[config.mk]
export PLATFORM = sky130hd
export DESIGN_NAME = jti_ram
export DESIGN_NICKNAME = d
export VERILOG_FILES = /design/src/jti_ram.sv
export SDC_FILE = /design/constraint.sdc
export NUM_CORES = 1
export LEC_CHECK = 0
export BUFFER_PORTS_ARGS = -buffer_cell sky130_fd_sc_hd__clkbuf_2
export CORE_ASPECT_RATIO = 0.6
export CORE_MARGIN = 2
export CORE_UTILIZATION = 65
export DETAILED_ROUTE_END_ITERATION = 8
export GPL_TIMING_DRIVEN = 0
export PLACE_DENSITY = 0.84
export SKIP_CTS_REPAIR_TIMING = 1
export SYNTH_ARGS = -nofsm -noshare
export SYNTH_HDL_FRONTEND = slang
export SYNTH_SLANG_ARGS = --single-unit
export TNS_END_PERCENT = 30
[constraint.sdc]
create_clock -name clock -period 4.8 [get_ports clock]
set_input_delay 0.96 -clock clock [delete_from_list [all_inputs] [get_ports clock]]
set_output_delay 0.96 -clock clock [all_outputs]
set_load 0.02 [all_outputs]
[src/jti_ram.sv]
// Generic single-write, single-read RAM with registered read data.
`default_nettype none

module jti_ram #(
   parameter int WIDTH  = 8,
   parameter int DEPTH  = 16,
   parameter int ADDR_W = (DEPTH > 1) ? $clog2(DEPTH) : 1
) (
   input  wire logic                clock,
   input  wire logic                wr_en,
   input  wire logic [ADDR_W-1:0]   wr_addr,
   input  wire logic [WIDTH-1:0]    wr_data,
   input  wire logic                rd_en,
   input  wire logic [ADDR_W-1:0]   rd_addr,
   output logic      [WIDTH-1:0]    rd_data
);
   logic [WIDTH-1:0] mem [DEPTH];

   // Write port
   always_ff @(posedge clock) begin
      if (wr_en) begin
         mem[wr_addr] <= wr_data;
      end
   end

   // Registered read port
   always_ff @(posedge clock) begin
      if (rd_en) begin
         rd_data <= mem[rd_addr];
      end
   end
endmodule

`default_nettype wire

# == Word-level counts from Yosys, hierarchy flattened ==
# Memory sizes are Yosys's and may differ from the RTL's. A register that Yosys moved wholly into a read port is not among the register bits.
# Index checks and enable logic that the tools add are counted.
# classes
n_mux,2
# ops
cell,n
1-bit 2-to-1 mux,2
# word_totals
register_bits,0
ramBits,128
input_bits,19
out_inout_bits,8
elab_cells,3
mem_count,1
# mem_list
name,depth,word_bits,read_ports,rd_ports_with_merged_regs,write_ports,line,source
mem,16,8,1,1,1,17,logic [WIDTH-1:0] mem [DEPTH];

# == Logic depth before layout (Yosys ltp) ==
# depth
depth_word,2
mapped_depth,5
ltp_nobuf,3

# == Least setup slack after synthesis ==
# No wires, ideal clock.
# synth_path
path_kind,input port to flip-flop
startpoint,input port wr_addr[2]
endpoint,memory mem[0][0] (enable)
setup_time_ps,383
arrival_time_ps,2070
required_time_ps,4417
slack_ps,2347
cell_stages,2
n_path_buf,0
cell_sequence,or3b_2 nor3_1
# synth_lines
item,line,source
"start, declared",11,"input wire logic [ADDR_W-1:0] wr_addr,"
"end, declared",17,
# Straight into the memory's write port.

# == Final worst setup path ==
# layout_path
startpoint,input port wr_addr[3]
endpoint,memory mem[4][0] (enable)
# Straight into the memory's write port.

==> key figures <==
Clocking
  • CTS max path bufs: 2
  • Cts bufs inserted: 17
  • CTS tree: done
  • Root Buffer Master: clkbuf_16
  • CTS clock-pin slew for the worst setup and hold paths: approximately 50 ps
  • H-tree levels: 4
  • Later-pin clock latency in the skew report: 410 ps
  • Clk sinks: about 140

Timing
  • Final Critical Period: 2330 ps
  • Pins Over Slew Limit: 0
  • Ratio of final minimum period to clock period: 0.486
  • Final worst setup slack: 2470 ps
  • Final hold vios: 0
  • Clock Skew: 3.37 ps
  • Slew @ Worst Pin: 1380 ps
  • FMAX: 429 MHz
  • Fin Setup TNS: 0 ps
  • Worst slew margin: 0.0714
  • RSZ-0062 raised after global routing: false
  • Final count of negative-setup-slack endpoints: 0

Synthesis
  • Leading area contributor after synthesis: edfxtp_1
  • Syn_nets: 248
  • Synth Register Bits: 136
  • Post-synthesis sequential area ratio: 0.781
  • Syn avg cell area: 22.8 µm²
  • Post-synthesis cell area: between 5000 and 6000 µm²
  • Unique masters post-synth: 18
  • Yosys warnings: 0
  • Top post-synthesis cells by area: edfxtp_1 (78%), mux4_2 (7.8%), mux4_1 (7.0%), a22oi_1 (2.3%), nor2_1 (0.93%)
  • Post-Syn Instances: 229
  • Synth top area share: 0.781

Layout
  • Layout net count: 292
  • Share of layout cells above drive strength 1: 0.283
  • Sequential cell area: 4080 µm²
  • Antenna diode count: 0
  • Multi-input gate area: 1070 µm²
  • Layout fillers: 429
  • Area grow syn2layout: 15.6%

Routing
  • DRC: 0
  • Detailed Routing Iterations Pass 1: 5
  • Vias: 2477
  • Avg WL per Cell: 24.7 µm
  • 1st-iter DRT viols: 258
  • Routed vias/inst: 6.29
  • ANT nets after route: 0
  • WL final: just under 10000 µm

Die
  • Die height: around 73 µm
  • Core Region: 7850 µm²
  • Die X: approximately 120 µm
  • Full die area: 8800 µm²
  • Initial cell density of the core: 0.666
  • Ports: 27
  • Core Rows: 25

Min path
  • Hold path cells: 3
  • Tightest Hold Check Type: reg -> reg

Placement
  • Place WS: around 1900 ps
  • Global placement routability congestion: around 0.76
  • Port bufs: 25
  • Dpl hpwl: 6050 µm

Worst setup path
  • Worst EP arrival: 2350 ps
  • Worst setup SP type: input pin
  • Levels on crit path: 3
  • CP cell instances: clkbuf_2 > nand3b_1 > nor3_1
  • R2R cell count: 3
  • Critical Path Sink Type: flop
  • Crit-path leading delay family: simple AND/OR/NAND/NOR gates
  • Crit Path Max Fanout: 8
  • Worst path max stage delay: 1070 ps
  • Crit path kind: in -> reg
  • Worst Path Buf+Inv: 1
  • CP required: 4820 ps
  • Max stage delay cell, worst path: nor3_1

Outcome
  • Status: completed

Flow run
  • Max-cap violations: 0

Power and ir drop
  • Leak: 2.02 nW
  • Power per cell area: 443 nW/µm²
  • Max VDD drop: 372 µV

Global route
  • GR Util All Layers: 0.247
  • Grt total ovfl: 0
  • Number of global-route vias before repair: 2480
  • First-pass GRT wire length: 14200 µm
  • Initial antenna violation count: 0
  • Largest net degree at the start of global routing: 17
placed cells by master, fill, tap and decap left out, types with 2 or more instances in the layout:
master and count:
a22oi_1 16, buf_2 3, buf_6 3, bufinv_16 2, clkbuf_1 4, clkbuf_16 17
clkbuf_2 25, clkdlybuf4s25_2 3, clkinv_1 3, clkinv_2 4, clkinvlp_4 2, edfxtp_1 136
mux4_1 14, mux4_2 18, nand2_1 9, nand2b_1 2, nand3b_1 2, nor2_1 13
nor3_1 2, nor3_2 2
worst register-to-register path, stage by stage (launching register included):
cell and delay (ps):
edfxtp_1 410, mux4_1 530, a22oi_1 240, nand2_1 90
sequential cells by signal (all words and copies together) (netlist names):
name / cells
mem: 128
rd_data: 8
cells in the mapped netlist (all sizes together):
library cell and number:
or3b 1, nand2 9, nand3 1, a22oi 16
edfxtp 136, and2 1, mux4 32, nor2b 1
nor3 4, nand3b 2, buf 7, and2b 1
clkdlybuf4s25 3, nand2b 2, nor2 13
metal layers:
metal,vias up,global-route usage,share of wire
li1,1071,-,-
met1,1264,0.352,0.44
met2,121,0.357,0.45
met3,21,0.0738,0.082
met4,0,0.127,0.021
met5,-,0,0
cell type report:
class                           count  share of cell area
Buffer                             10              0.0143
Sequential cell                   136               0.676
Timing Repair Buffer               25              0.0207
Clock buffer                       21              0.0729
Clock inverter                     11              0.0176
Tap cell                          108              0.0224
Multi-Input combinational cell     83               0.177
power by group:
| part | leakage (nW) | internal [mW] | switching, mW | total (mW) |
|---|---|---|---|---|
| Combinational | 0.525 | 0.0512 | 0.0756 | 0.127 |
| Clock | 0.263 | 0.753 | 0.450 | 1.20 |
| Sequential | 1.24 | 1.34 | 0.00688 | 1.35 |
| Total | 2.02 | 2.14 | 0.533 | 2.68 |
kinds of logic (layout without fill, tap and decap cells):
group                  count (synthesis)  in the layout  share of synthesized area
buffers and inverters                 10             67                     0.0165
multiplexers                          32             32                      0.148
AO/OA/AOI/OAI                         16             16                     0.0230
flip-flops                           136            136                      0.781
AND/OR/NAND/NOR                       35             35                     0.0314
stage by stage:
| step | util | hold slack [ps] | total power, mW | instances | cell area, µm² |
|---|---|---|---|---|---|
| floorplan | - | 705 | 1.44 | 229 | 5230 |
| global placement | 0.699 | 734 | 1.49 | 362 | 5490 |
| detailed placement | 0.700 | 745 | 1.50 | 362 | 5490 |
| CTS | 0.769 | 759 | 2.69 | 394 | 6040 |
| global route | 0.770 | 794 | 2.73 | 394 | 6040 |
| finish | 0.770 | 757 | 2.68 | 394 | 6040 |
path summary, 6_finish.rpt:
path	startpoint	end	slack, ps
worst max-delay path	wr_addr[3]	mem[4][0]	2470
worst min-delay path	mem[12][3]	rd_data[3]	760
worst max register to register	mem[2][2]	rd_data[2]	3270
worst min register to register	mem[12][3]	rd_data[3]	760
(Power assumes the default switching activity.)
