**src/jti_pkg.sv**
```systemverilog
// Shared types and constants of the track isolation sum block.
`default_nettype none

package jti_pkg;

   // Input command codes
   localparam logic [1:0] CMD_CLEAR = 2'd0;
   localparam logic [1:0] CMD_LOAD  = 2'd1;
   localparam logic [1:0] CMD_QUERY = 2'd2;

   // Configuration port geometry and register indexes
   localparam int CSR_INDEX_W = 3;
   localparam int CSR_DATA_W  = 16;

   localparam logic [CSR_INDEX_W-1:0] CSR_OUTER_RADIUS     = 3'd0;
   localparam logic [CSR_INDEX_W-1:0] CSR_INNER_RADIUS     = 3'd1;
   localparam logic [CSR_INDEX_W-1:0] CSR_STRIP_HALF_WIDTH = 3'd2;
   localparam logic [CSR_INDEX_W-1:0] CSR_MIN_TRACK_PT     = 3'd3;
   localparam logic [CSR_INDEX_W-1:0] CSR_MAX_ABS_D0       = 3'd4;
   localparam logic [CSR_INDEX_W-1:0] CSR_MAX_ABS_DZ       = 3'd5;

   // Field widths
   localparam int ETA_W  = 14;
   localparam int PHI_W  = 13;
   localparam int Z_W    = 16;
   localparam int PT_W   = 16;
   localparam int D0_W   = 16;
   localparam int SUM_W  = 24;
   localparam int RAD_W  = 13;
   localparam int RSQ_W  = 2 * RAD_W;
   localparam int KIN_W  = PT_W + ETA_W + PHI_W;
   localparam int VTX_W  = D0_W + Z_W;

   // Azimuth wrap constants in 1/1024 rad
   localparam logic signed [14:0] PHI_PI     = 15'sd3217;
   localparam logic signed [14:0] PHI_TWO_PI = 15'sd6434;

   localparam logic [SUM_W-1:0] SUM_MAX = 24'hFFFFFF;

   // Cut settings as seen by the track evaluator
   typedef struct packed {
      logic [RSQ_W-1:0] outer_sq;
      logic [RSQ_W-1:0] inner_sq;
      logic [RAD_W-1:0] strip;
      logic [15:0]      min_pt;
      logic [14:0]      max_d0;
      logic [15:0]      max_dz;
   } cfg_type;

   // Query sequencer states
   typedef enum logic [1:0] {
      ST_IDLE,
      ST_SCAN,
      ST_DRAIN,
      ST_EMIT
   } state_type;

endpackage

`default_nettype wire

```
**src/jti_track_eval.sv**
```systemverilog
// Four-stage track cut pipeline with saturating pt accumulator.
`default_nettype none

module jti_track_eval (
   input  wire logic                               clock,
   input  wire logic                               reset,
   input  wire jti_pkg::cfg_type                   cfg,
   input  wire logic                               acc_clear,
   input  wire logic                               trk_valid,
   input  wire logic [jti_pkg::KIN_W-1:0]          trk_kin,
   input  wire logic [jti_pkg::VTX_W-1:0]          trk_vtx,
   input  wire logic signed [jti_pkg::ETA_W-1:0]   e_eta,
   input  wire logic signed [jti_pkg::PHI_W-1:0]   e_phi,
   input  wire logic signed [jti_pkg::Z_W-1:0]     e_z,
   output logic                                    busy,
   output logic [jti_pkg::SUM_W-1:0]               iso_sum
);
   // Unpack stored track
   logic [jti_pkg::PT_W-1:0]         t_pt;
   logic signed [jti_pkg::ETA_W-1:0] t_eta;
   logic signed [jti_pkg::PHI_W-1:0] t_phi;
   logic signed [jti_pkg::D0_W-1:0]  t_d0;
   logic signed [jti_pkg::Z_W-1:0]   t_z;

   assign t_pt  = trk_kin[jti_pkg::KIN_W-1 -: jti_pkg::PT_W];
   assign t_eta = trk_kin[jti_pkg::PHI_W +: jti_pkg::ETA_W];
   assign t_phi = trk_kin[jti_pkg::PHI_W-1:0];
   assign t_d0  = trk_vtx[jti_pkg::VTX_W-1 -: jti_pkg::D0_W];
   assign t_z   = trk_vtx[jti_pkg::Z_W-1:0];

   // Stage 1: differences, phi wrap, magnitudes and linear cuts
   logic signed [14:0] de_s;
   logic [14:0]        de_mag;
   logic signed [14:0] dp_w;
   logic [14:0]        dp_mag;
   logic signed [16:0] dz_s;
   logic [16:0]        dz_mag;
   logic signed [16:0] d0_s;
   logic [16:0]        d0_mag;

   logic        v1_ff, v1_in;
   logic [13:0] de_abs_ff, de_abs_in;
   logic [13:0] dp_abs_ff, dp_abs_in;
   logic        cut1_ff, cut1_in;
   logic [15:0] pt1_ff;

   always_comb begin
      de_s   = {t_eta[13], t_eta} - {e_eta[13], e_eta};
      de_mag = de_s[14] ? 15'(-de_s) : 15'(de_s);
      dp_w   = {{2{t_phi[12]}}, t_phi} - {{2{e_phi[12]}}, e_phi};
      if (dp_w > jti_pkg::PHI_PI) begin
         dp_w = dp_w - jti_pkg::PHI_TWO_PI;
      end else if (dp_w < -jti_pkg::PHI_PI) begin
         dp_w = dp_w + jti_pkg::PHI_TWO_PI;
      end
      dp_mag = dp_w[14] ? 15'(-dp_w) : 15'(dp_w);
      dz_s   = {t_z[15], t_z} - {e_z[15], e_z};
      dz_mag = dz_s[16] ? 17'(-dz_s) : 17'(dz_s);
      d0_s   = {t_d0[15], t_d0};
      d0_mag = d0_s[16] ? 17'(-d0_s) : 17'(d0_s);

      de_abs_in = de_mag[13:0];
      dp_abs_in = dp_mag[13:0];
      cut1_in   = (t_pt >= cfg.min_pt)
                  && (dz_mag <= {1'b0, cfg.max_dz})
                  && (d0_mag <= {2'b00, cfg.max_d0})
                  && (de_mag >= {2'b00, cfg.strip});
      v1_in     = trk_valid;
   end

   // Stage 2: squares
   logic        v2_ff;
   logic [27:0] de_sq_ff, de_sq_in;
   logic [27:0] dp_sq_ff, dp_sq_in;
   logic        cut2_ff;
   logic [15:0] pt2_ff;

   assign de_sq_in = 28'(de_abs_ff) * 28'(de_abs_ff);
   assign dp_sq_in = 28'(dp_abs_ff) * 28'(dp_abs_ff);

   // Stage 3: cone annulus test, gate pt
   logic        v3_ff;
   logic [28:0] dr2;
   logic [15:0] add_pt_ff, add_pt_in;

   always_comb begin
      dr2       = {1'b0, de_sq_ff} + {1'b0, dp_sq_ff};
      add_pt_in = '0;
      if (cut2_ff && (dr2 >= 29'(cfg.inner_sq)) && (dr2 <= 29'(cfg.outer_sq))) begin
         add_pt_in = pt2_ff;
      end
   end

   // Stage 4: saturating accumulate
   logic [jti_pkg::SUM_W-1:0] acc_ff, acc_in;
   logic [jti_pkg::SUM_W:0]   acc_sum;

   always_comb begin
      acc_sum = {1'b0, acc_ff} + 25'(add_pt_ff);
      acc_in  = acc_ff;
      if (acc_clear) begin
         acc_in = '0;
      end else if (v3_ff) begin
         acc_in = acc_sum[jti_pkg::SUM_W] ? jti_pkg::SUM_MAX : acc_sum[jti_pkg::SUM_W-1:0];
      end
   end

   // Stage valid bits
   always_ff @(posedge clock) begin
      if (reset) begin
         v1_ff <= 1'b0;
         v2_ff <= 1'b0;
         v3_ff <= 1'b0;
      end else begin
         v1_ff <= v1_in;
         v2_ff <= v1_ff;
         v3_ff <= v2_ff;
      end
   end

   // Stage payload
   always_ff @(posedge clock) begin
      de_abs_ff <= de_abs_in;
      dp_abs_ff <= dp_abs_in;
      cut1_ff   <= cut1_in;
      pt1_ff    <= t_pt;
      de_sq_ff  <= de_sq_in;
      dp_sq_ff  <= dp_sq_in;
      cut2_ff   <= cut1_ff;
      pt2_ff    <= pt1_ff;
      add_pt_ff <= add_pt_in;
      acc_ff    <= acc_in;
   end

   assign busy    = v1_ff | v2_ff | v3_ff;
   assign iso_sum = acc_ff;
endmodule

`default_nettype wire

```
**config.mk**
```make
export PLATFORM = sky130hd
export DESIGN_NAME = jti_track_eval
export DESIGN_NICKNAME = d
export VERILOG_FILES = /design/src/jti_pkg.sv /design/src/jti_track_eval.sv
export SDC_FILE = /design/constraint.sdc
export NUM_CORES = 1
export LEC_CHECK = 0
export ABC_AREA = 1
export BUFFER_PORTS_ARGS = -buffer_cell sky130_fd_sc_hd__buf_4
export CAP_MARGIN = 0
export CORE_ASPECT_RATIO = 0.75
export CORE_UTILIZATION = 67
export DETAILED_ROUTE_END_ITERATION = 12
export PLACE_DENSITY_LB_ADDON = 0.12
export RECOVER_POWER = 100
export SYNTH_ARGS = -nofsm -noshare
export SYNTH_HDL_FRONTEND = slang
export SYNTH_SLANG_ARGS = --single-unit
```
**constraint.sdc**
```tcl
create_clock -name clock -period 8.9 [get_ports clock]
set_input_delay 1.335 -clock clock [delete_from_list [all_inputs] [get_ports clock]]
set_output_delay 1.335 -clock clock [all_outputs]
set_load 0.005 [all_outputs]
```
== After elaboration in Yosys (flattened, before gate mapping) ==
Index checks and enable logic that the tools add are counted.
Word-level totals
  bits of input ports: 234
  bits in registers: 161
  word-level logic and storage cells: 48
  output and inout port bits: 25
Cells by class
  magnitude comparators: 8
  multiply operators: 2
  mux-type cells: 7
  add/sub/neg operators: 11
  reductions and logical operators: 5
  bitwise logic cells: 2
Operators with widths (number)
  14-bit by 14-bit multiplier with 28-bit output: 2
  15-bit two-way mux: 3
  17-bit two-way mux: 2
  28-bit by 28-bit adder with 29-bit output: 1
  29-bit by 26-bit greater-or-equal comparator with 1-bit output: 1
  29-bit by 26-bit less-or-equal comparator with 1-bit output: 1
  24-bit by 16-bit adder with 25-bit output: 1
  24-bit two-way mux: 1
  17-bit by 15-bit less-or-equal comparator with 1-bit output: 1
  17-bit by 16-bit less-or-equal comparator with 1-bit output: 1
  16-bit negation with 17-bit output: 1
  17-bit negation: 1
  16-bit by 16-bit subtractor with 17-bit output: 1
  16-bit greater-or-equal comparator: 1
  14-bit by 14-bit adder with 15-bit output (second input constant): 1
  15-bit by 13-bit greater-or-equal comparator with 1-bit output: 1
  15-bit negation: 1
  14-bit by 14-bit subtractor with 15-bit output: 1
  14-bit by 14-bit subtractor with 15-bit output (second input constant): 1
  14-bit by 13-bit greater-than comparator with 1-bit output (second input constant): 1
  14-bit by 13-bit less-than comparator with 1-bit output (second input constant): 1
  14-bit two-way mux: 1
  14-bit negation: 1
  13-bit by 13-bit subtractor with 14-bit output: 1
  other kinds (2): 7

== Depth between registers and ports, before layout ==
  depth after elaboration: 7
  depth in mapped cells: 32
  gate-level depth less buffers: 32

== Worst setup path after synthesis ==
Ideal clock, no wire load.
  path type: register to register
  start: register dp_abs_ff[7]
  end: register dp_sq_ff[26]
  data required time: 8828 ps
  setup time: 72 ps
  buffers on the path: 1
  data arrival time: 5926 ps
  clock period less this slack: 5998 ps
  path slack: 2902 ps
  stages on the path, launching flop included: 28
  path through: dfxtp_1 clkbuf_1 nand2_1 fa_1 fa_1 inv_1 fa_1 inv_1 fa_1 inv_1 fa_1 inv_1 fa_1 inv_1 ha_1 nand2_1 o21ai_0 a21oi_1 o21ai_0 nand3_1 nand2_1 nand2_1 nand2_1 a21oi_1 o21ai_0 nand4_1 nand3_1 xor2_1
On the way
  longest elaborated chain between the ends: 1
RTL lines
  start: declaration: RTL line jti_track_eval.sv:43  | logic [13:0] dp_abs_ff, dp_abs_in;
  start signal: assignment: RTL line jti_track_eval.sv:124  | dp_abs_ff <= dp_abs_in;
  14-bit by 14-bit multiplier with 28-bit output: RTL line jti_track_eval.sv:79  | assign dp_sq_in = 28'(dp_abs_ff) * 28'(dp_abs_ff);
  via dp_sq_in[26]: RTL line jti_track_eval.sv:74  | logic [27:0] dp_sq_ff, dp_sq_in;
  end signal: assignment: RTL line jti_track_eval.sv:128  | dp_sq_ff <= dp_sq_in;
  end: declaration: RTL line jti_track_eval.sv:74
The timed path passes the listed nets, and every way through them passes these cells.
A chain may end at the register's enable or synchronous reset.

== Final worst setup path ==
  start: register de_abs_ff[7]
  end: register de_sq_ff[24]
On the way
  longest elaborated chain between the ends: 1
RTL lines
  start: declaration: RTL line jti_track_eval.sv:42  | logic [13:0] de_abs_ff, de_abs_in;
  start signal: assignment: RTL line jti_track_eval.sv:123  | de_abs_ff <= de_abs_in;
  14-bit by 14-bit multiplier with 28-bit output: RTL line jti_track_eval.sv:78  | assign de_sq_in = 28'(de_abs_ff) * 28'(de_abs_ff);
  via de_sq_in[24]: RTL line jti_track_eval.sv:73  | logic [27:0] de_sq_ff, de_sq_in;
  end signal: assignment: RTL line jti_track_eval.sv:127  | de_sq_ff <= de_sq_in;
  end: declaration: RTL line jti_track_eval.sv:73
The timed path passes the listed nets, and every way through them passes these cells.

==> flow_metrics.env <==
export IMPL_routedWlPerCell_microns=14.1
export IMPL_clock_tree_from_tritoncts="built"
export IMPL_floorplan_rows=59
export IMPL_yosysSeqAreaShare_pct=13.2
export IMPL_timing_critical_path_max_delay_family="adder cells"
export IMPL_crit_arrival_ns=7.25
export IMPL_buffering_stage_count_on_the_worst_path_with_inverters_included=5
export IMPL_final_cell_count_no_fill=3931
export IMPL_path_max_fanout=14
export IMPL_critPathCaptureType="flip-flop"
export IMPL_start_util_pct=68.7
export IMPL_drv_slew=0
export IMPL_critical_path_top_cell_by_count="fa_1"
export IMPL_yosysWarningCount=0
export IMPL_finalCoreUtilization_pct=76.6
export IMPL_cts_reportedPaths_clkPinSlew_ns=0.08
export IMPL_stdcell_area_sq_um=26900
export IMPL_post_synth_cell_area_avg_sq_um=7.46
export IMPL_finalCriticalPeriod_ns=6.93
export IMPL_required_time_at_the_endpoint_of_the_critical_path_ns=9.21
export IMPL_antenna_violations_before_repair=0
export IMPL_vias=21000
export IMPL_cp_start_kind="flip-flop"
export IMPL_hp_class="flip-flop to flip-flop"
export IMPL_worst_clock_skew_ns=0.0157
export IMPL_yosys_area_share_adder_pct=39.9
export IMPL_gr_usage_all_layers_pct=31.3
export IMPL_maximum_number_of_pins_on_one_net_before_global_route_repair=22
export IMPL_routabilityCongestion=0.955
export IMPL_placement_io_buffers=258
export IMPL_drc=0
export IMPL_total_gr_overflow=0
export IMPL_core_sq_um=35100
export IMPL_outcome="completed"
export IMPL_synth_top_family_by_area="adder cells"
export IMPL_timing_final_crit_share_pct=77.9
export IMPL_initialDrtViolationCount=1470
export IMPL_timing_setup_critical_path_class="flip-flop to flip-flop"
export IMPL_dieHeight_microns=166
export IMPL_clkSinkCount=159
export IMPL_ys_ff_latch=159
export IMPL_synth_compound_area_share_pct=8.97
export IMPL_dr_pass1_iters=5
export IMPL_slew_headroom_pct=41.5
export IMPL_floorplan_die_area_sq_um=36700
export IMPL_tightestPinTransition_ns=0.866
export IMPL_buffers_from_clock_root_to_sink_at_most=2
export IMPL_clock_latency_ns=0.44
export IMPL_place_hpwl_microns=47500
export IMPL_die_width_microns=221
export IMPL_route_final_wire_length_microns=55600
export IMPL_cts_inserted_buffers=17
export IMPL_syn_num_nets=4085
export IMPL_ctsHoldBuffers=0
export IMPL_list_of_cells_traversed_by_the_critical_path="nand2_1 > fa_1 > fa_1 > inv_1 > fa_1 > inv_1 > fa_1 > inv_1 > fa_1 > inv_1 > fa_1 > inv_1 > ha_1 > a21oi_1 > o21ai_0 > a21boi_0 > o21ai_0 > a21boi_0 > o21bai_1 > a21boi_0 > o21ai_0 > xor2_1"
export IMPL_finalSetupTns_ns=0
export IMPL_share_of_post_route_cells_with_drive_strength_above_1_pct=8.81
export IMPL_synth_mux_area_fraction_pct=0.0935
export IMPL_ctsHtreeMaxLevel=4
export IMPL_crit_path_top_delay_cell="dfxtp_1"
export IMPL_cell_chosen_for_the_clock_root="clkbuf_16"
export IMPL_unrepaired_setup_endpoints_after_global_routing="no"
export IMPL_postSynthCellCount=3228
export IMPL_ys_flop_type="dfxtp_1"
export IMPL_fillerInstances=2704
export IMPL_synth_simple_gate_area_share_pct=17.8
export IMPL_hold_violations=0
export IMPL_design_final_nets=4318
export IMPL_placed_cells_incl_taps=3899
export IMPL_vias_per_std_cell=5.35
export IMPL_grt_pass1_wl_microns=96200
export IMPL_timing_final_setup_violations=0
export IMPL_antenna_fix_cells=0
export IMPL_slowest_delay_ns=0.73
export IMPL_num_io_pins=259
export IMPL_cts_repair_resize_count=0
export IMPL_fmax_ghz=0.144
export IMPL_via_count_of_the_first_global_routing_pass=21400
export IMPL_mappedNetlistArea_sq_um=24100
export IMPL_synthDistinctLibCells=54
export IMPL_postCtsSetupRepairBufs=0
export IMPL_max_cap_violations=0
export IMPL_placed_inst_area_sq_um=26400
export IMPL_async_flop_share_pct=0
export IMPL_antenna_left=0
export IMPL_number_of_enable_flip_flop_cells_after_synthesis=0
export IMPL_yosys_area_share_xor_xnor_pct=6.57
export IMPL_area_growth_synth_to_final_pct=11.5
## per-stage QoR
step | setup WS [ns] | hold WS [ns]
after global routing | 1.58 | 0.326
after floorplan | 2.90 | 0.310
after global placement | 2.49 | 0.311
after CTS | 2.31 | 0.323
final | 1.97 | 0.318
after detailed placement | 2.35 | 0.312
## cells in the final DEF (no fill, tap or decap), types with 4 or more instances in the layout
master	count
a211oi_1	11
a21boi_0	11
a21o_1	7
a21oi_1	191
a31oi_1	7
buf_4	213
clkbuf_1	23
clkbuf_16	17
clkbuf_4	23
dfxtp_1	159
fa_1	242
ha_1	381
inv_1	803
inv_2	4
nand2_1	645
nand2_2	11
nand3_1	113
nand3_2	4
nand3b_1	5
nand4_1	34
nor2_1	154
nor2_2	4
nor3_1	32
nor4_1	7
o211ai_1	7
o21a_1	4
o21ai_0	103
o21ai_1	9
o21bai_1	13
o221ai_1	8
or2_2	9
xnor2_1	70
xor2_1	108
## flip-flops by register name (all words and copies together) (netlist names)
name and flops:
de_sq_ff 27, de_abs_ff 14, cut1_ff 1, iso_sum 24
dp_abs_ff 14, dp_sq_ff 27, v3_ff 1, pt2_ff 16
v2_ff 1, cut2_ff 1, pt1_ff 16, add_pt_ff 16
v1_ff 1
## cell families (layout without fill, tap and decap cells)
kind of cell    count (synthesis)  after routing
simple gates                 1027           1027
buf+inv                       851           1097
fa+ha+maj                     623            623
compound gates                386            386
xor+xnor                      179            179
flops                         159            159
mux                             2              2
other cells                     1              1
## Yosys cell counts, types with 7 or more instances
library cell	count	area share, %
a211oi_1	11	0.34
a21o_1	7	0.22
a21oi_1	191	4.0
a31oi_1	7	0.18
clkbuf_1	37	0.58
dfxtp_1	159	13
fa_1	242	20
ha_1	381	20
inv_1	802	12
nand2_1	641	10
nand2_2	14	0.36
nand3_1	112	2.3
nand4_1	34	0.88
nor2_1	153	2.4
nor3_1	32	0.66
nor4_1	7	0.18
o211ai_1	7	0.22
o21ai_0	98	2.0
o21ai_1	14	0.29
o21bai_1	13	0.41
o221ai_1	8	0.29
or2_2	9	0.23
xnor2_1	70	2.5
xor2_1	107	3.9
## worst paths after layout
kind | startpoint | end | slack, ns | depth (start not counted)
min reg2reg | pt1_ff[2] | pt2_ff[2] | 0.32 | 0
min | pt1_ff[2] | pt2_ff[2] | 0.32 | 0
max reg2reg | de_abs_ff[7] | de_sq_ff[24] | 1.97 | 22
max | de_abs_ff[7] | de_sq_ff[24] | 1.97 | 22
## layer usage
layer  share of wire, %  GRT usage, %  wire length (microns)  up-vias
li1                   -             -                      -    10500
met1                 45          41.5                  24900     9730
met2                 47          53.2                  25900      758
met3                6.5          4.48                   3600      104
met4                2.1          9.49                   1150        0
met5                  0             0                      0        -
## layout make-up
type / instances / area [sq um] / area share (%)
Multi-Input combinational cell: 2218 / 17600 / 65.7
Sequential cell: 159 / 3180 / 11.9
Inverter: 807 / 3030 / 11.3
Timing Repair Buffer: 258 / 1850 / 6.90
Tap cell: 457 / 572 / 2.13
Clock buffer: 19 / 443 / 1.65
Clock inverter: 13 / 128 / 0.475
Power is not shown: default switching activity piles up to over one toggle a cycle in this logic, so the estimate is an artifact.
