--- config.mk ---
export PLATFORM = sky130hd
export DESIGN_NAME = jti_csr
export DESIGN_NICKNAME = d
export VERILOG_FILES = /design/src/jti_pkg.sv /design/src/jti_csr.sv
export SDC_FILE = /design/constraint.sdc
export NUM_CORES = 1
export LEC_CHECK = 0
export BUFFER_PORTS_ARGS = -buffer_cell sky130_fd_sc_hd__buf_2
export CORE_MARGIN = 3
export CORE_UTILIZATION = 45
export CTS_CLUSTER_SIZE = 12
export DETAILED_ROUTE_END_ITERATION = 8
export HOLD_SLACK_MARGIN = 0.12
export PLACE_DENSITY = 0.66
export SYNTH_ARGS = -nofsm -noshare
export SYNTH_HDL_FRONTEND = slang
export SYNTH_SLANG_ARGS = --single-unit
--- constraint.sdc ---
create_clock -name clock -period 5.2 [get_ports clock]
set_input_delay 0.26 -clock clock [delete_from_list [all_inputs] [get_ports clock]]
set_output_delay 0.26 -clock clock [all_outputs]
set_load 0.02 [all_outputs]
--- src/jti_pkg.sv ---
// Shared types and constants of the track isolation sum block.
`default_nettype none

package jti_pkg;

   // Input command codes
   localparam logic [1:0] CMD_CLEAR = 2'd0;
   localparam logic [1:0] CMD_LOAD  = 2'd1;
   localparam logic [1:0] CMD_QUERY = 2'd2;

   // Configuration port geometry and register indexes
   localparam int CSR_INDEX_W = 3;
   localparam int CSR_DATA_W  = 16;

   localparam logic [CSR_INDEX_W-1:0] CSR_OUTER_RADIUS     = 3'd0;
   localparam logic [CSR_INDEX_W-1:0] CSR_INNER_RADIUS     = 3'd1;
   localparam logic [CSR_INDEX_W-1:0] CSR_STRIP_HALF_WIDTH = 3'd2;
   localparam logic [CSR_INDEX_W-1:0] CSR_MIN_TRACK_PT     = 3'd3;
   localparam logic [CSR_INDEX_W-1:0] CSR_MAX_ABS_D0       = 3'd4;
   localparam logic [CSR_INDEX_W-1:0] CSR_MAX_ABS_DZ       = 3'd5;

   // Field widths
   localparam int ETA_W  = 14;
   localparam int PHI_W  = 13;
   localparam int Z_W    = 16;
   localparam int PT_W   = 16;
   localparam int D0_W   = 16;
   localparam int SUM_W  = 24;
   localparam int RAD_W  = 13;
   localparam int RSQ_W  = 2 * RAD_W;
   localparam int KIN_W  = PT_W + ETA_W + PHI_W;
   localparam int VTX_W  = D0_W + Z_W;

   // Azimuth wrap constants in 1/1024 rad
   localparam logic signed [14:0] PHI_PI     = 15'sd3217;
   localparam logic signed [14:0] PHI_TWO_PI = 15'sd6434;

   localparam logic [SUM_W-1:0] SUM_MAX = 24'hFFFFFF;

   // Cut settings as seen by the track evaluator
   typedef struct packed {
      logic [RSQ_W-1:0] outer_sq;
      logic [RSQ_W-1:0] inner_sq;
      logic [RAD_W-1:0] strip;
      logic [15:0]      min_pt;
      logic [14:0]      max_d0;
      logic [15:0]      max_dz;
   } cfg_type;

   // Query sequencer states
   typedef enum logic [1:0] {
      ST_IDLE,
      ST_SCAN,
      ST_DRAIN,
      ST_EMIT
   } state_type;

endpackage

`default_nettype wire

--- src/jti_csr.sv ---
// Configuration registers and squared cone radii.
`default_nettype none

module jti_csr (
   input  wire logic                                clock,
   input  wire logic                                reset,
   input  wire logic                                csr_we,
   input  wire logic [jti_pkg::CSR_INDEX_W-1:0]     csr_index,
   input  wire logic [jti_pkg::CSR_DATA_W-1:0]      csr_wdata,
   output jti_pkg::cfg_type                         cfg
);
   logic [jti_pkg::RAD_W-1:0] outer_ff, outer_in;
   logic [jti_pkg::RAD_W-1:0] inner_ff, inner_in;
   logic [jti_pkg::RAD_W-1:0] strip_ff, strip_in;
   logic [15:0]               min_pt_ff, min_pt_in;
   logic [14:0]               max_d0_ff, max_d0_in;
   logic [15:0]               max_dz_ff, max_dz_in;
   logic [jti_pkg::RSQ_W-1:0] outer_sq_ff, outer_sq_in;
   logic [jti_pkg::RSQ_W-1:0] inner_sq_ff, inner_sq_in;

   // Decode register writes
   always_comb begin
      outer_in  = outer_ff;
      inner_in  = inner_ff;
      strip_in  = strip_ff;
      min_pt_in = min_pt_ff;
      max_d0_in = max_d0_ff;
      max_dz_in = max_dz_ff;
      if (csr_we) begin
         unique case (csr_index)
            jti_pkg::CSR_OUTER_RADIUS:     outer_in  = csr_wdata[jti_pkg::RAD_W-1:0];
            jti_pkg::CSR_INNER_RADIUS:     inner_in  = csr_wdata[jti_pkg::RAD_W-1:0];
            jti_pkg::CSR_STRIP_HALF_WIDTH: strip_in  = csr_wdata[jti_pkg::RAD_W-1:0];
            jti_pkg::CSR_MIN_TRACK_PT:     min_pt_in = csr_wdata[15:0];
            jti_pkg::CSR_MAX_ABS_D0:       max_d0_in = csr_wdata[14:0];
            jti_pkg::CSR_MAX_ABS_DZ:       max_dz_in = csr_wdata[15:0];
            default: ;
         endcase
      end
   end

   // Square the radii so the evaluator compares against dR^2 directly
   assign outer_sq_in = jti_pkg::RSQ_W'(outer_ff) * jti_pkg::RSQ_W'(outer_ff);
   assign inner_sq_in = jti_pkg::RSQ_W'(inner_ff) * jti_pkg::RSQ_W'(inner_ff);

   always_ff @(posedge clock) begin
      if (reset) begin
         outer_ff  <= 13'd409;
         inner_ff  <= 13'd15;
         strip_ff  <= 13'd15;
         min_pt_ff <= 16'd4;
         max_d0_ff <= 15'd32767;
         max_dz_ff <= 16'd65535;
      end else begin
         outer_ff  <= outer_in;
         inner_ff  <= inner_in;
         strip_ff  <= strip_in;
         min_pt_ff <= min_pt_in;
         max_d0_ff <= max_d0_in;
         max_dz_ff <= max_dz_in;
      end
   end

   always_ff @(posedge clock) begin
      outer_sq_ff <= outer_sq_in;
      inner_sq_ff <= inner_sq_in;
   end

   assign cfg.outer_sq = outer_sq_ff;
   assign cfg.inner_sq = inner_sq_ff;
   assign cfg.strip    = strip_ff;
   assign cfg.min_pt   = min_pt_ff;
   assign cfg.max_d0   = max_d0_ff;
   assign cfg.max_dz   = max_dz_ff;
endmodule

`default_nettype wire

# Yosys cells after proc, flatten, opt, wreduce, memory -nomap -nowiden
# Cells that the tools add are included.
[word_totals] regBits=138 latchBits=0 ram_bits=0 mem_bits_ro=0 inputBits=22 out_inout_bits=112 elab_cells=22 mem_count=0
[op_classes] n_addsub=0 multipliers=2 div_mod_pow=0 order_cmp=0 n_eq_ne=5 n_shift=0 mux=0 bitwise_logic=0 reduce_logical=7
[ops] operator="13-bit by 13-bit multiplier with 26-bit output" count=2
[ops] operator="2-bit AND reduction" count=6
[ops] operator="3-bit by 2-bit equality test with 1-bit output, second input constant" count=2
[ops] operator="3-bit equality test, second input constant" count=2
[ops] operator="3-bit by 1-bit equality test with 1-bit output, second input constant" count=1
[ops] operator="3-bit logical NOT" count=1

# Longest topological paths before layout
# Gate-level depths: netlist of the first run.
[logic_depth] depth_word=2 depth_mapped=23 mapped_depth_nobuf=22

# Worst setup path after synthesis of the first run
# OpenSTA, ideal clock, no wires.
[synth_path] path_type="reg2reg" startpoint="register inner_ff[3] (netlist bit)" endpoint="register inner_sq_ff[23] (netlist bit)" setup_time_ns=0.072 arrival_ns=4.986 t_required_ns=5.128 path_slack_ns=0.142 path_stages_with_launch=20 n_path_buf=1 synth_period_minus_slack_ns=5.058 path_cell_list="dfxtp_1 -> clkbuf_1 -> nand2_1 -> fa_1 -> fa_1 -> inv_1 -> fa_1 -> fa_1 -> inv_1 -> fa_1 -> inv_1 -> ha_1 -> and3_4 -> a31oi_1 -> o21ai_1 -> a31oi_2 -> a211o_2 -> nor2_1 -> o41ai_2 -> xnor2_1"
[synth_via] elab_chain_len=1
[synth_rtl] element="start: declaration" line_no="jti_csr.sv:13" source="logic [jti_pkg::RAD_W-1:0] inner_ff, inner_in;"
[synth_rtl] element="start signal: assignment" line_no="jti_csr.sv:56" source="inner_ff <= inner_in;"
[synth_rtl] element="13-bit by 13-bit multiplier with 26-bit output" line_no="jti_csr.sv:44" source="assign inner_sq_in = jti_pkg::RSQ_W'(inner_ff) * jti_pkg::RSQ_W'(inner_ff);"
[synth_rtl] element="net inner_sq_in (one bit)" line_no="jti_csr.sv:19" source="logic [jti_pkg::RSQ_W-1:0] inner_sq_ff, inner_sq_in;"
[synth_rtl] element="end signal: assignment" line_no="jti_csr.sv:66" source="inner_sq_ff <= inner_sq_in;"
[synth_rtl] element="end: declaration" line_no="jti_csr.sv:19"
# The timed path passes the listed nets, and every way through them passes these cells.
# A chain may end at the register's enable or synchronous reset.

# Worst setup path in the final report of the first run
[layout_path] startpoint="register inner_ff[7] (netlist bit)" endpoint="register inner_sq_ff[22] (netlist bit)"
# The elaborated chain is that of the path after synthesis.

==> summary.md, run 1 <==
| Metric | Value |
|---|---|
| Status | complete, no violations |
| Power density over cell area | 248 nW/um2 |
| Fill cells | 2666 |
| Slew headroom | 0.388 |
| Die width | 180 um |
| Last element of the critical path | inner_sq_ff[22] |
| HPWL after detailed placement | 24100 um |
| Worst reg2reg startpoint | inner_ff[7] |
| Crit share post-route | 0.974 |
| # setup viols final | 0 |
| Initial antenna violation count | 0 |
| Via-to-Cell Ratio | 4.90 |
| Critical Path Sink Type | flip-flop |
| FF-to-FF End | inner_sq_ff[22] |
| Area of the multi-input gates | 9350 um2 |
| Worst endpoint data arrival time | 5390 ps |
| Average wire per standard cell | 14.2 um |
| CTS tree | built |
| Area grow syn2layout | 16.0% |
| Final worst path period need | 5060 ps |
| Root Buffer | clkbuf_16 |
| Core area | 29200 um2 |
| Yosys warnings | 0 |
| Row Count | 62 |
| Max cap viols | 0 |
| Starting Density | 0.464 |
| Flop2flop setup slack | 140 ps |
| CTS buffer count | 17 |
| Die span in y | 180 um |
| RSZ-0062 raised after global routing | yes |
| Leak pwr | 8.55 nW |
| Nets | 2074 |
| Worst skew pair latency | 430 ps |
| Synth top area share | 0.280 |
| Ys async rst share | 0 |
| Part of the Yosys area used for sequential elements | 0.201 |
| Synthesis-stage register bit count | 136 |
| Setup CP Type | flip-flop to flip-flop |
| Ant diodes | 0 |
| Post-Place Setup Slack | -170 ps |
| Global-route wire length before repair | 51500 um |
| Final WS setup | 135 ps |
| Syn Inst Count | 1573 |
| Crit path from | inner_ff[7] |
| H-tree lvl count | 4 |
| Clk sinks | 136 |
| Die Area | 32300 um2 |
| Final worst clock skew | 12.8 ps |
| I/O pins | 134 |
| Final Max Tran Viols | 0 |
| FF/Latch Area | 2770 um2 |
| Fmax | 197 MHz |
| Vias in the first global route | 10.8k |
| Top cells by count, synth | inv_1, nand2_1, fa_1, dfxtp_1, ha_1 |
| DR DRC count | 0 |
| Synth cell types | 54 |
| Iter 0 DRT Violations | 407 |
| Post-route ant nets | 0 |
| Synthesized area per cell | 8.63 um2 |
| GRT overflow | 0 |
| Cell taking the most area after synthesis | fa_1 |
| Clock transition at the registers of the reported paths | 70 ps |
| Via count | 10.4k |
| Final hold viol count | 0 |
| Total GRT Usage | 0.191 |
| Placer congestion estimate | 0.895 |
| Hold Path Class | input pin to flip-flop |
| Top post-synthesis cells by area | fa_1, dfxtp_1, ha_1 |
| Top-count cell post-synth | inv_1 |
| Largest net degree at the start of global routing | 73 |
| R2R cell count | 18 |
| Layout cells sized above 1 | 0.159 |
| Syn Std Cell Area | 13600 um2 |
| Port Buffer Count | 131 |
| Top FF cell, synth | dfxtp_1 |
| WL final | 30200 um |
| Number of flops mapped to enable cells by yosys | 0 |
| Hold Path Cell Cnt | 3 |
| CTS max path bufs | 2 |
| Total Power | 3.91 mW |
| Setup crit start kind | flip-flop |
| TritonRoute pass-1 iters | 5 |
| Worst-Margin Slew | 915 ps |
| Worst IR Drop VDD | 217 uV |
| CP required | 5520 ps |
| CP Max Fanout | 13 |
## through the flow
| step | hold slack (ps) | TNS (ps) | utilization | cell area, um2 | cells |
|---|---|---|---|---|---|
| 6_report | 167 | 0 | 0.538 | 15700 | 2123 |
| 2_1_floorplan | 378 | 0 | - | 13600 | 1574 |
| 3_3_place_gp | 439 | -141 | 0.508 | 14900 | 2082 |
| 3_5_place_dp | 445 | -265 | 0.508 | 14900 | 2082 |
| 5_1_grt | 159 | -72.4 | 0.538 | 15700 | 2123 |
| 4_1_cts | 141 | 0 | 0.532 | 15500 | 2117 |
## registers in the layout (all words and copies together), names as in the netlist
| name | flops |
|---|---|
| inner_sq_ff | 25 |
| outer_ff | 13 |
| min_pt_ff | 16 |
| inner_ff | 13 |
| max_dz_ff | 16 |
| max_d0_ff | 15 |
| outer_sq_ff | 25 |
| strip_ff | 13 |
## per-layer routing
metal,routed length [um],GRT usage,part of all wire,vias up
li1,-,-,-,5058
met1,13500,0.257,0.45,5099
met2,14600,0.321,0.48,231
met3,1870,0.0414,0.062,13
met4,252,0.0365,0.0083,0
met5,0,0,0,-
## layout make-up
| cell class | instances | area share |
|---|---|---|
| Timing Repair Buffer | 191 | 0.0715 |
| Clock buffer | 19 | 0.0281 |
| Inverter | 368 | 0.0877 |
| Sequential cell | 136 | 0.176 |
| Tap cell | 384 | 0.0305 |
| Clock inverter | 13 | 0.0122 |
| Multi-Input combinational cell | 1012 | 0.594 |
## where the power goes
group          total, mW  switching [mW]  leakage (nW)  internal (mW)
Sequential          1.20          0.0395          1.12           1.16
Combinational       1.37           0.817          7.13          0.555
Clock               1.34           0.513         0.301          0.822
Total               3.91            1.37          8.55           2.54
## critical path: stages (launching register included)
cell	delay (ps)
dfxtp_1	320
buf_12	150
and2_1	190
fa_1	580
fa_2	450
fa_1	520
inv_1	60
fa_1	490
fa_1	500
inv_2	40
ha_4	210
a21o_1	180
a21oi_2	170
a21oi_2	100
o41ai_4	420
o21ai_2	140
a21oi_2	160
nor2b_1	60
o31a_1	230
## worst min-delay path by stage
stage	to	from	slack, ps
6_report	strip_ff[9]	csr_wdata[9]	170
5_1_grt	outer_ff[11]	csr_wdata[11]	160
4_1_cts	outer_ff[11]	csr_wdata[11]	140
3_5_place_dp	strip_ff[12]	strip_ff[12]	440
3_3_place_gp	strip_ff[12]	strip_ff[12]	440
2_1_floorplan	outer_ff[8]	csr_wdata[8]	380
## kinds of logic (layout without fill, tap and decap cells)
group | count (synthesis) | after routing | synth area share
flops | 136 | 136 | 0.201
compound gates | 166 | 166 | 0.0755
xor+xnor | 55 | 55 | 0.0355
simple gates | 459 | 459 | 0.160
buf+inv | 426 | 591 | 0.119
mux | 4 | 4 | 0.00314
other cells | 1 | 2 | 0.000276
fa+ha+maj | 326 | 326 | 0.406
## cell usage in the layout, fill, tap and decap left out, types with 29 or more instances in the layout
cell      synthesis  routed
inv_1           368     367
nand2_1         269     267
fa_1            190     187
ha_1            136     133
buf_2             1     131
dfxtp_1         136     117
a21oi_1          82      78
and2_1           62      62
buf_4             2      56
nand3b_1         43      43
xnor2_1          36      35
nor2_1           32      29
## what timing repair did
item / in CTS / in global routing
pin swaps: 0 / 16
gates resized for setup: 9 / 45
setup endpoints to repair: 5 / 16
buffers inserted: 0 / 6
hold endpoints to repair: 8 / 0
hold buffers: 3 / 0
Note: power is estimated with default switching activity, not from simulation.
==> run 2: changes to the inputs <==
Settings changed: PLACE_DENSITY 0.66 to 0.63.
Clock period 5.2 ns to 5.93 ns, I/O delays scaled along.
==> run 2 against run 1 <==
Against the previous run: register-to-register slack gained 250 ps; first-iteration DRC count grew 4.9%; global-route usage grew 0.29 points; design area shrank 3.4%; total power shrank 15%.
==> summary.md, run 2 (synthesized netlist as in run 1, its figures left out) <==
| Metric | Value |
|---|---|
| Status | complete, no violations (unchanged) |
| Worst endpoint data arrival time | 5890 ps (was 5390 ps) |
| Design Area, Final | 15200 um2 (was 15700 um2) |
| Vias in the first global route | 10.5k (was 10.8k) |
| Average wire per standard cell | 14.6 um (was 14.2 um) |
| CTS max path bufs | 2 (unchanged) |
| Worst-Margin Slew | 1060 ps (was 915 ps) |
| Final worst path period need | 5550 ps (was 5060 ps) |
| Busiest grt layer | met2 (unchanged) |
| Fmax | 180 MHz (was 197 MHz) |
| Clk sinks | 136 (unchanged) |
| Placer congestion estimate | 0.890 (was 0.895) |
| Setup CP Type | flip-flop to flip-flop (unchanged) |
| Post-Place Setup Slack | 473 ps (was -170 ps) |
| Ant diodes | 0 (unchanged) |
| Die width | 180 um (unchanged) |
| Crit share post-route | 0.935 (was 0.974) |
| DR DRC count | 0 (unchanged) |
| Initial antenna violation count | 0 (unchanged) |
| Total GRT Usage | 0.194 (was 0.191) |
| Largest registers | inner_sq_ff x25, outer_sq_ff x25 (unchanged) |
| Via-to-Cell Ratio | 4.94 (was 4.90) |
| Global-route wire length before repair | 52000 um (was 51500 um) |
| Max cap viols | 0 (unchanged) |
| Post-route ant nets | 0 (unchanged) |
| CP required | 6280 ps (was 5520 ps) |
| HPWL after detailed placement | 24000 um (was 24100 um) |
| Clock transition at the registers of the reported paths | 80 ps (was 70 ps) |
| Placed insts | 2042 (was 2082) |
| Finished Layout Cells | 2076 (was 2123) |
| CTS tree | built (unchanged) |
| Hold Path Class | input pin to flip-flop (unchanged) |
| Slew headroom | 0.288 (was 0.388) |
| WL final | 30400 um (was 30200 um) |
| Starting Density | 0.464 (unchanged) |
| Power density over cell area | 218 nW/um2 (was 248 nW/um2) |
| Die Area | 32300 um2 (unchanged) |
| Hold Buf Count CTS | 2 (was 3) |
| Layout cells sized above 1 | 0.111 (was 0.159) |
| Worst IR Drop VDD | 168 uV (was 217 uV) |
| Largest net degree at the start of global routing | 48 (was 73) |
| Most frequent cells in the layout | inv_1, nand2_1, fa_1, ha_1, dfxtp_1 (was inv_1, nand2_1, fa_1, ha_1, buf_2) |
| RSZ-0062 raised after global routing | no (was yes) |
| Row Count | 62 (unchanged) |
| Met2 Track Usage GR | 0.316 (was 0.321) |
| Die span in y | 180 um (unchanged) |
| Core area | 29200 um2 (unchanged) |
| Setup crit start kind | flip-flop (unchanged) |
| TritonRoute pass-1 iters | 5 (unchanged) |
| Via count | 10.3k (was 10.4k) |
| Final hold viol count | 0 (unchanged) |
| Port Buffer Count | 131 (unchanged) |
| Post-CTS Setup Inserts | 0 (unchanged) |
| Most common cell after layout, fill and taps aside | inv_1 (unchanged) |
| Critical Path Sink Type | flip-flop (unchanged) |
| Nets | 2027 (was 2074) |
| Iter 0 DRT Violations | 427 (was 407) |
| Setup_tns | 0 ps (unchanged) |
| Worst skew pair latency | 440 ps (was 430 ps) |
| Met3 usage in global routing | 0.0443 (was 0.0414) |
| Final worst clock skew | 14.1 ps (was 12.8 ps) |
| Post-DP Area | 14600 um2 (was 14900 um2) |
| Area grow syn2layout | 12.1% (was 16.0%) |
| GRT overflow | 0 (unchanged) |
| Final WS setup | 385 ps (was 135 ps) |
| # setup viols final | 0 (unchanged) |
| GR Util met1 | 0.266 (was 0.257) |
| H-tree lvl count | 4 (unchanged) |
| CTS buffer count | 17 (unchanged) |
| Final Max Tran Viols | 0 (unchanged) |
| I/O pins | 134 (unchanged) |
| Share of the core filled with cells | 0.520 (was 0.538) |
| Root Buffer | clkbuf_16 (unchanged) |
| CP Max Fanout | 12 (was 13) |
| Leak pwr | 8.31 nW (was 8.55 nW) |
| Post-CTS resize count | 0 (was 9) |
-- run 2: layout make-up --
type / count / area (um2)
Clock buffer: 17 / 425
Clock inverter: 15 / 203
Fill cell: 2756 / 14000
Inverter: 368 / 1380
Multi-Input combinational cell: 1012 / 9230
Sequential cell: 136 / 2720
Tap cell: 384 / 480
Timing Repair Buffer: 144 / 758
-- run 2: worst max-delay path, cell delays in order (launching register included) --
cell	delay, ps
dfxtp_1	600
inv_1	220
nor2_1	240
inv_1	90
fa_1	490
inv_1	60
fa_1	530
inv_1	50
fa_1	470
inv_1	50
fa_1	470
inv_1	50
fa_1	470
inv_1	40
ha_1	350
o21ai_1	150
o21ai_0	190
a21oi_1	90
o21ai_1	190
nand3_1	160
o31ai_1	290
xor2_1	210
-- run 2: final timing paths --
kind	endpoint	slack (ps)	cells after the start	start
hold reg to reg	min_pt_ff[6]	450	2	min_pt_ff[6]
setup / recovery	outer_sq_ff[24]	380	21	outer_ff[5]
hold / removal	min_pt_ff[13]	140	3	csr_wdata[13]
setup reg to reg	outer_sq_ff[24]	380	21	outer_ff[5]
-- run 2: power by group --
| group | switching [mW] | leakage (nW) | internal [mW] |
|---|---|---|---|
| combinational | 0.682 | 6.89 | 0.431 |
| clock | 0.504 | 0.309 | 0.647 |
| sequential | 0.0385 | 1.11 | 1.02 |
| total | 1.22 | 8.31 | 2.10 |
-- run 2: metrics by stage --
| step | hold slack (ps) | power [mW] |
|---|---|---|
| finish | 136 | 3.32 |
| global route | 142 | 3.55 |
| CTS | 125 | 3.35 |
| detailed placement | 444 | 2.19 |
| global placement | 440 | 2.17 |
| floorplan | 382 | 1.90 |
-- run 2: metal layers --
metal / share of wire / up-vias
met1: 0.46 / 5031
met4: 0.010 / 0
met5: 0 / -
met2: 0.47 / 219
met3: 0.060 / 27
li1: - / 4974
==> run 3: changes to the inputs <==
==> constraint.sdc (replaced) <==
create_clock -name clock -period 5.93 [get_ports clock]
set_input_delay 1.4825 -clock clock [delete_from_list [all_inputs] [get_ports clock]]
set_output_delay 1.4825 -clock clock [all_outputs]
set_load 0.02 [all_outputs]
==> run 3 against run 2 <==
Against the previous run: critical path depth unchanged; critical endpoint unchanged; register-to-register slack about the same; sequential power about the same; routed wire length decreased by 0.35%; critical path type unchanged; flip-flop and latch count unchanged; worst hold slack improved by 320 ps; global-route usage about the same; clock skew increased by 0.93 ps; sequential share of layout area about the same; design area decreased by 0.13%; worst setup slack got worse by 2.8 ps.
==> summary.md, run 3 (synthesized netlist as in run 1, its figures left out) <==
| Metric | Value |
|---|---|
| Status | complete, no violations (unchanged) |
| Hold Buf Count CTS | 0 (was 2) |
| Clock transition at the registers of the reported paths | 70 ps (was 80 ps) |
| Root Buffer | clkbuf_16 (unchanged) |
| Power density over cell area | 218 nW/um2 (about the same) |
| Post-CTS Setup Inserts | 0 (unchanged) |
| Fmax | 180 MHz (about the same) |
| Average wire per standard cell | 14.6 um (about the same) |
| Leak pwr | 8.30 nW (was 8.31 nW) |
| CTS buffer count | 17 (unchanged) |
| Worst reg2reg startpoint | outer_ff[5] (unchanged) |
| TritonRoute pass-1 iters | 5 (unchanged) |
| Row Count | 62 (unchanged) |
| Final Max Tran Viols | 0 (unchanged) |
| Post-route ant nets | 0 (unchanged) |
| Worst endpoint data arrival time | 5890 ps (about the same) |
| Placed insts | 2042 (unchanged) |
| WL final | 30300 um (was 30400 um) |
| Final worst path period need | 5550 ps (about the same) |
| Crit path from | outer_ff[5] (unchanged) |
| Placer congestion estimate | 0.890 (unchanged) |
| Final hold viol count | 0 (unchanged) |
| Max cap viols | 0 (unchanged) |
| CTS max path bufs | 2 (unchanged) |
| DR DRC count | 0 (unchanged) |
| Nets | 2025 (was 2027) |
| Worst-Margin Slew | 1050 ps (was 1060 ps) |
| Via-to-Cell Ratio | 4.93 (was 4.94) |
| Die Area | 32300 um2 (unchanged) |
| I/O pins | 134 (unchanged) |
| Most frequent cells in the layout | inv_1, nand2_1, fa_1, ha_1, dfxtp_1 (unchanged) |
| Global-route wire length before repair | 52000 um (about the same) |
| H-tree lvl count | 4 (unchanged) |
| Layout cells sized above 1 | 0.111 (about the same) |
| Most common cell after layout, fill and taps aside | inv_1 (unchanged) |
| Final worst clock skew | 15.0 ps (was 14.1 ps) |
| Hold Startpoint | min_pt_ff[6] (was csr_wdata[13]) |
| Die width | 180 um (unchanged) |
| # setup viols final | 0 (unchanged) |
| Port Buffer Count | 131 (unchanged) |
| HPWL after detailed placement | 24000 um (unchanged) |
| Setup CP Type | flip-flop to flip-flop (unchanged) |
| Via count | 10.2k (was 10.3k) |
| Largest registers | inner_sq_ff x25, outer_sq_ff x25 (unchanged) |
| Setup crit start kind | flip-flop (unchanged) |
| Worst skew pair latency | 440 ps (about the same) |
| CP Max Fanout | 12 (unchanged) |
| Crit share post-route | 0.936 (was 0.935) |
| Slew headroom | 0.297 (was 0.288) |
| Worst IR Drop VDD | 167 uV (was 168 uV) |
| Clk sinks | 136 (unchanged) |
| Design Area, Final | 15200 um2 (about the same) |
| RSZ-0062 raised after global routing | no (unchanged) |
| Ant diodes | 0 (unchanged) |
| Setup_tns | 0 ps (unchanged) |
| GRT overflow | 0 (unchanged) |
| Initial antenna violation count | 0 (unchanged) |
| Largest net degree at the start of global routing | 48 (unchanged) |
| Iter 0 DRT Violations | 448 (was 427) |
| Vias in the first global route | 10.5k (about the same) |
| Finished Layout Cells | 2074 (was 2076) |
| Starting Density | 0.464 (unchanged) |
| CTS tree | built (unchanged) |
| Die span in y | 180 um (unchanged) |
| Critical Path Sink Type | flip-flop (unchanged) |
| Area grow syn2layout | 11.9% (was 12.1%) |
| Post-DP Area | 14600 um2 (unchanged) |
| CP required | 6270 ps (was 6280 ps) |
| Total GRT Usage | 0.194 (about the same) |
| Core area | 29200 um2 (unchanged) |
| Hold Path Class | flip-flop to flip-flop (was input pin to flip-flop) |
| Post-CTS resize count | 0 (unchanged) |
-- run 3: changes by cell type in the layout (fill, tap and decap cells not counted), sizes merged --
| cell | delta |
|---|---|
| dlygate4sd3 | -2 |
-- run 3: through the flow --
stage	setup WS (ps)	utilization	hold WS, ps	power (mW)
6_report	382	0.519	453	3.32
5_1_grt	41.4	0.519	474	3.55
4_1_cts	475	0.519	454	3.35
3_5_place_dp	473	0.498	444	2.19
3_3_place_gp	581	0.498	440	2.17
2_1_floorplan	872	-	382	1.90
-- run 3: power breakdown --
group | internal (mW) | switching, mW | total, mW
clock network | 0.647 | 0.501 | 1.15
logic | 0.430 | 0.681 | 1.11
registers | 1.02 | 0.0384 | 1.06
-- run 3: final timing paths --
path,to,slack [ps],cells past startpoint
max,outer_sq_ff[24],380,21
min,min_pt_ff[6],450,2
max reg2reg,outer_sq_ff[24],380,21
min reg2reg,min_pt_ff[6],450,2
-- run 3: worst max-delay path: stages, from the launching register on --
cell	delay, ps
dfxtp_1	610
inv_1	220
nor2_1	240
inv_1	90
fa_1	490
inv_1	60
fa_1	530
inv_1	50
fa_1	470
inv_1	50
fa_1	470
inv_1	50
fa_1	470
inv_1	40
ha_1	350
o21ai_1	150
o21ai_0	190
a21oi_1	90
o21ai_1	190
nand3_1	160
o31ai_1	290
xor2_1	210
-- run 3: routing by layer --
metal  wire (um)  vias up  global-route usage  part of all wire
li1            -     4971                   -                 -
met1       13900     5011               0.266              0.46
met2       14200      215               0.316              0.47
met3        1840       25              0.0441             0.061
met4         290        0              0.0405            0.0096
met5           0        -                   0                 0
-- run 3: final cells by class --
class	count	area (um2)
clock inverters	15	203
inverters	368	1380
fillers	2760	14100
multi-input cells	1012	9230
well taps	384	480
repair buffers	142	738
clock buffers	17	425
flip-flops and latches	136	2720
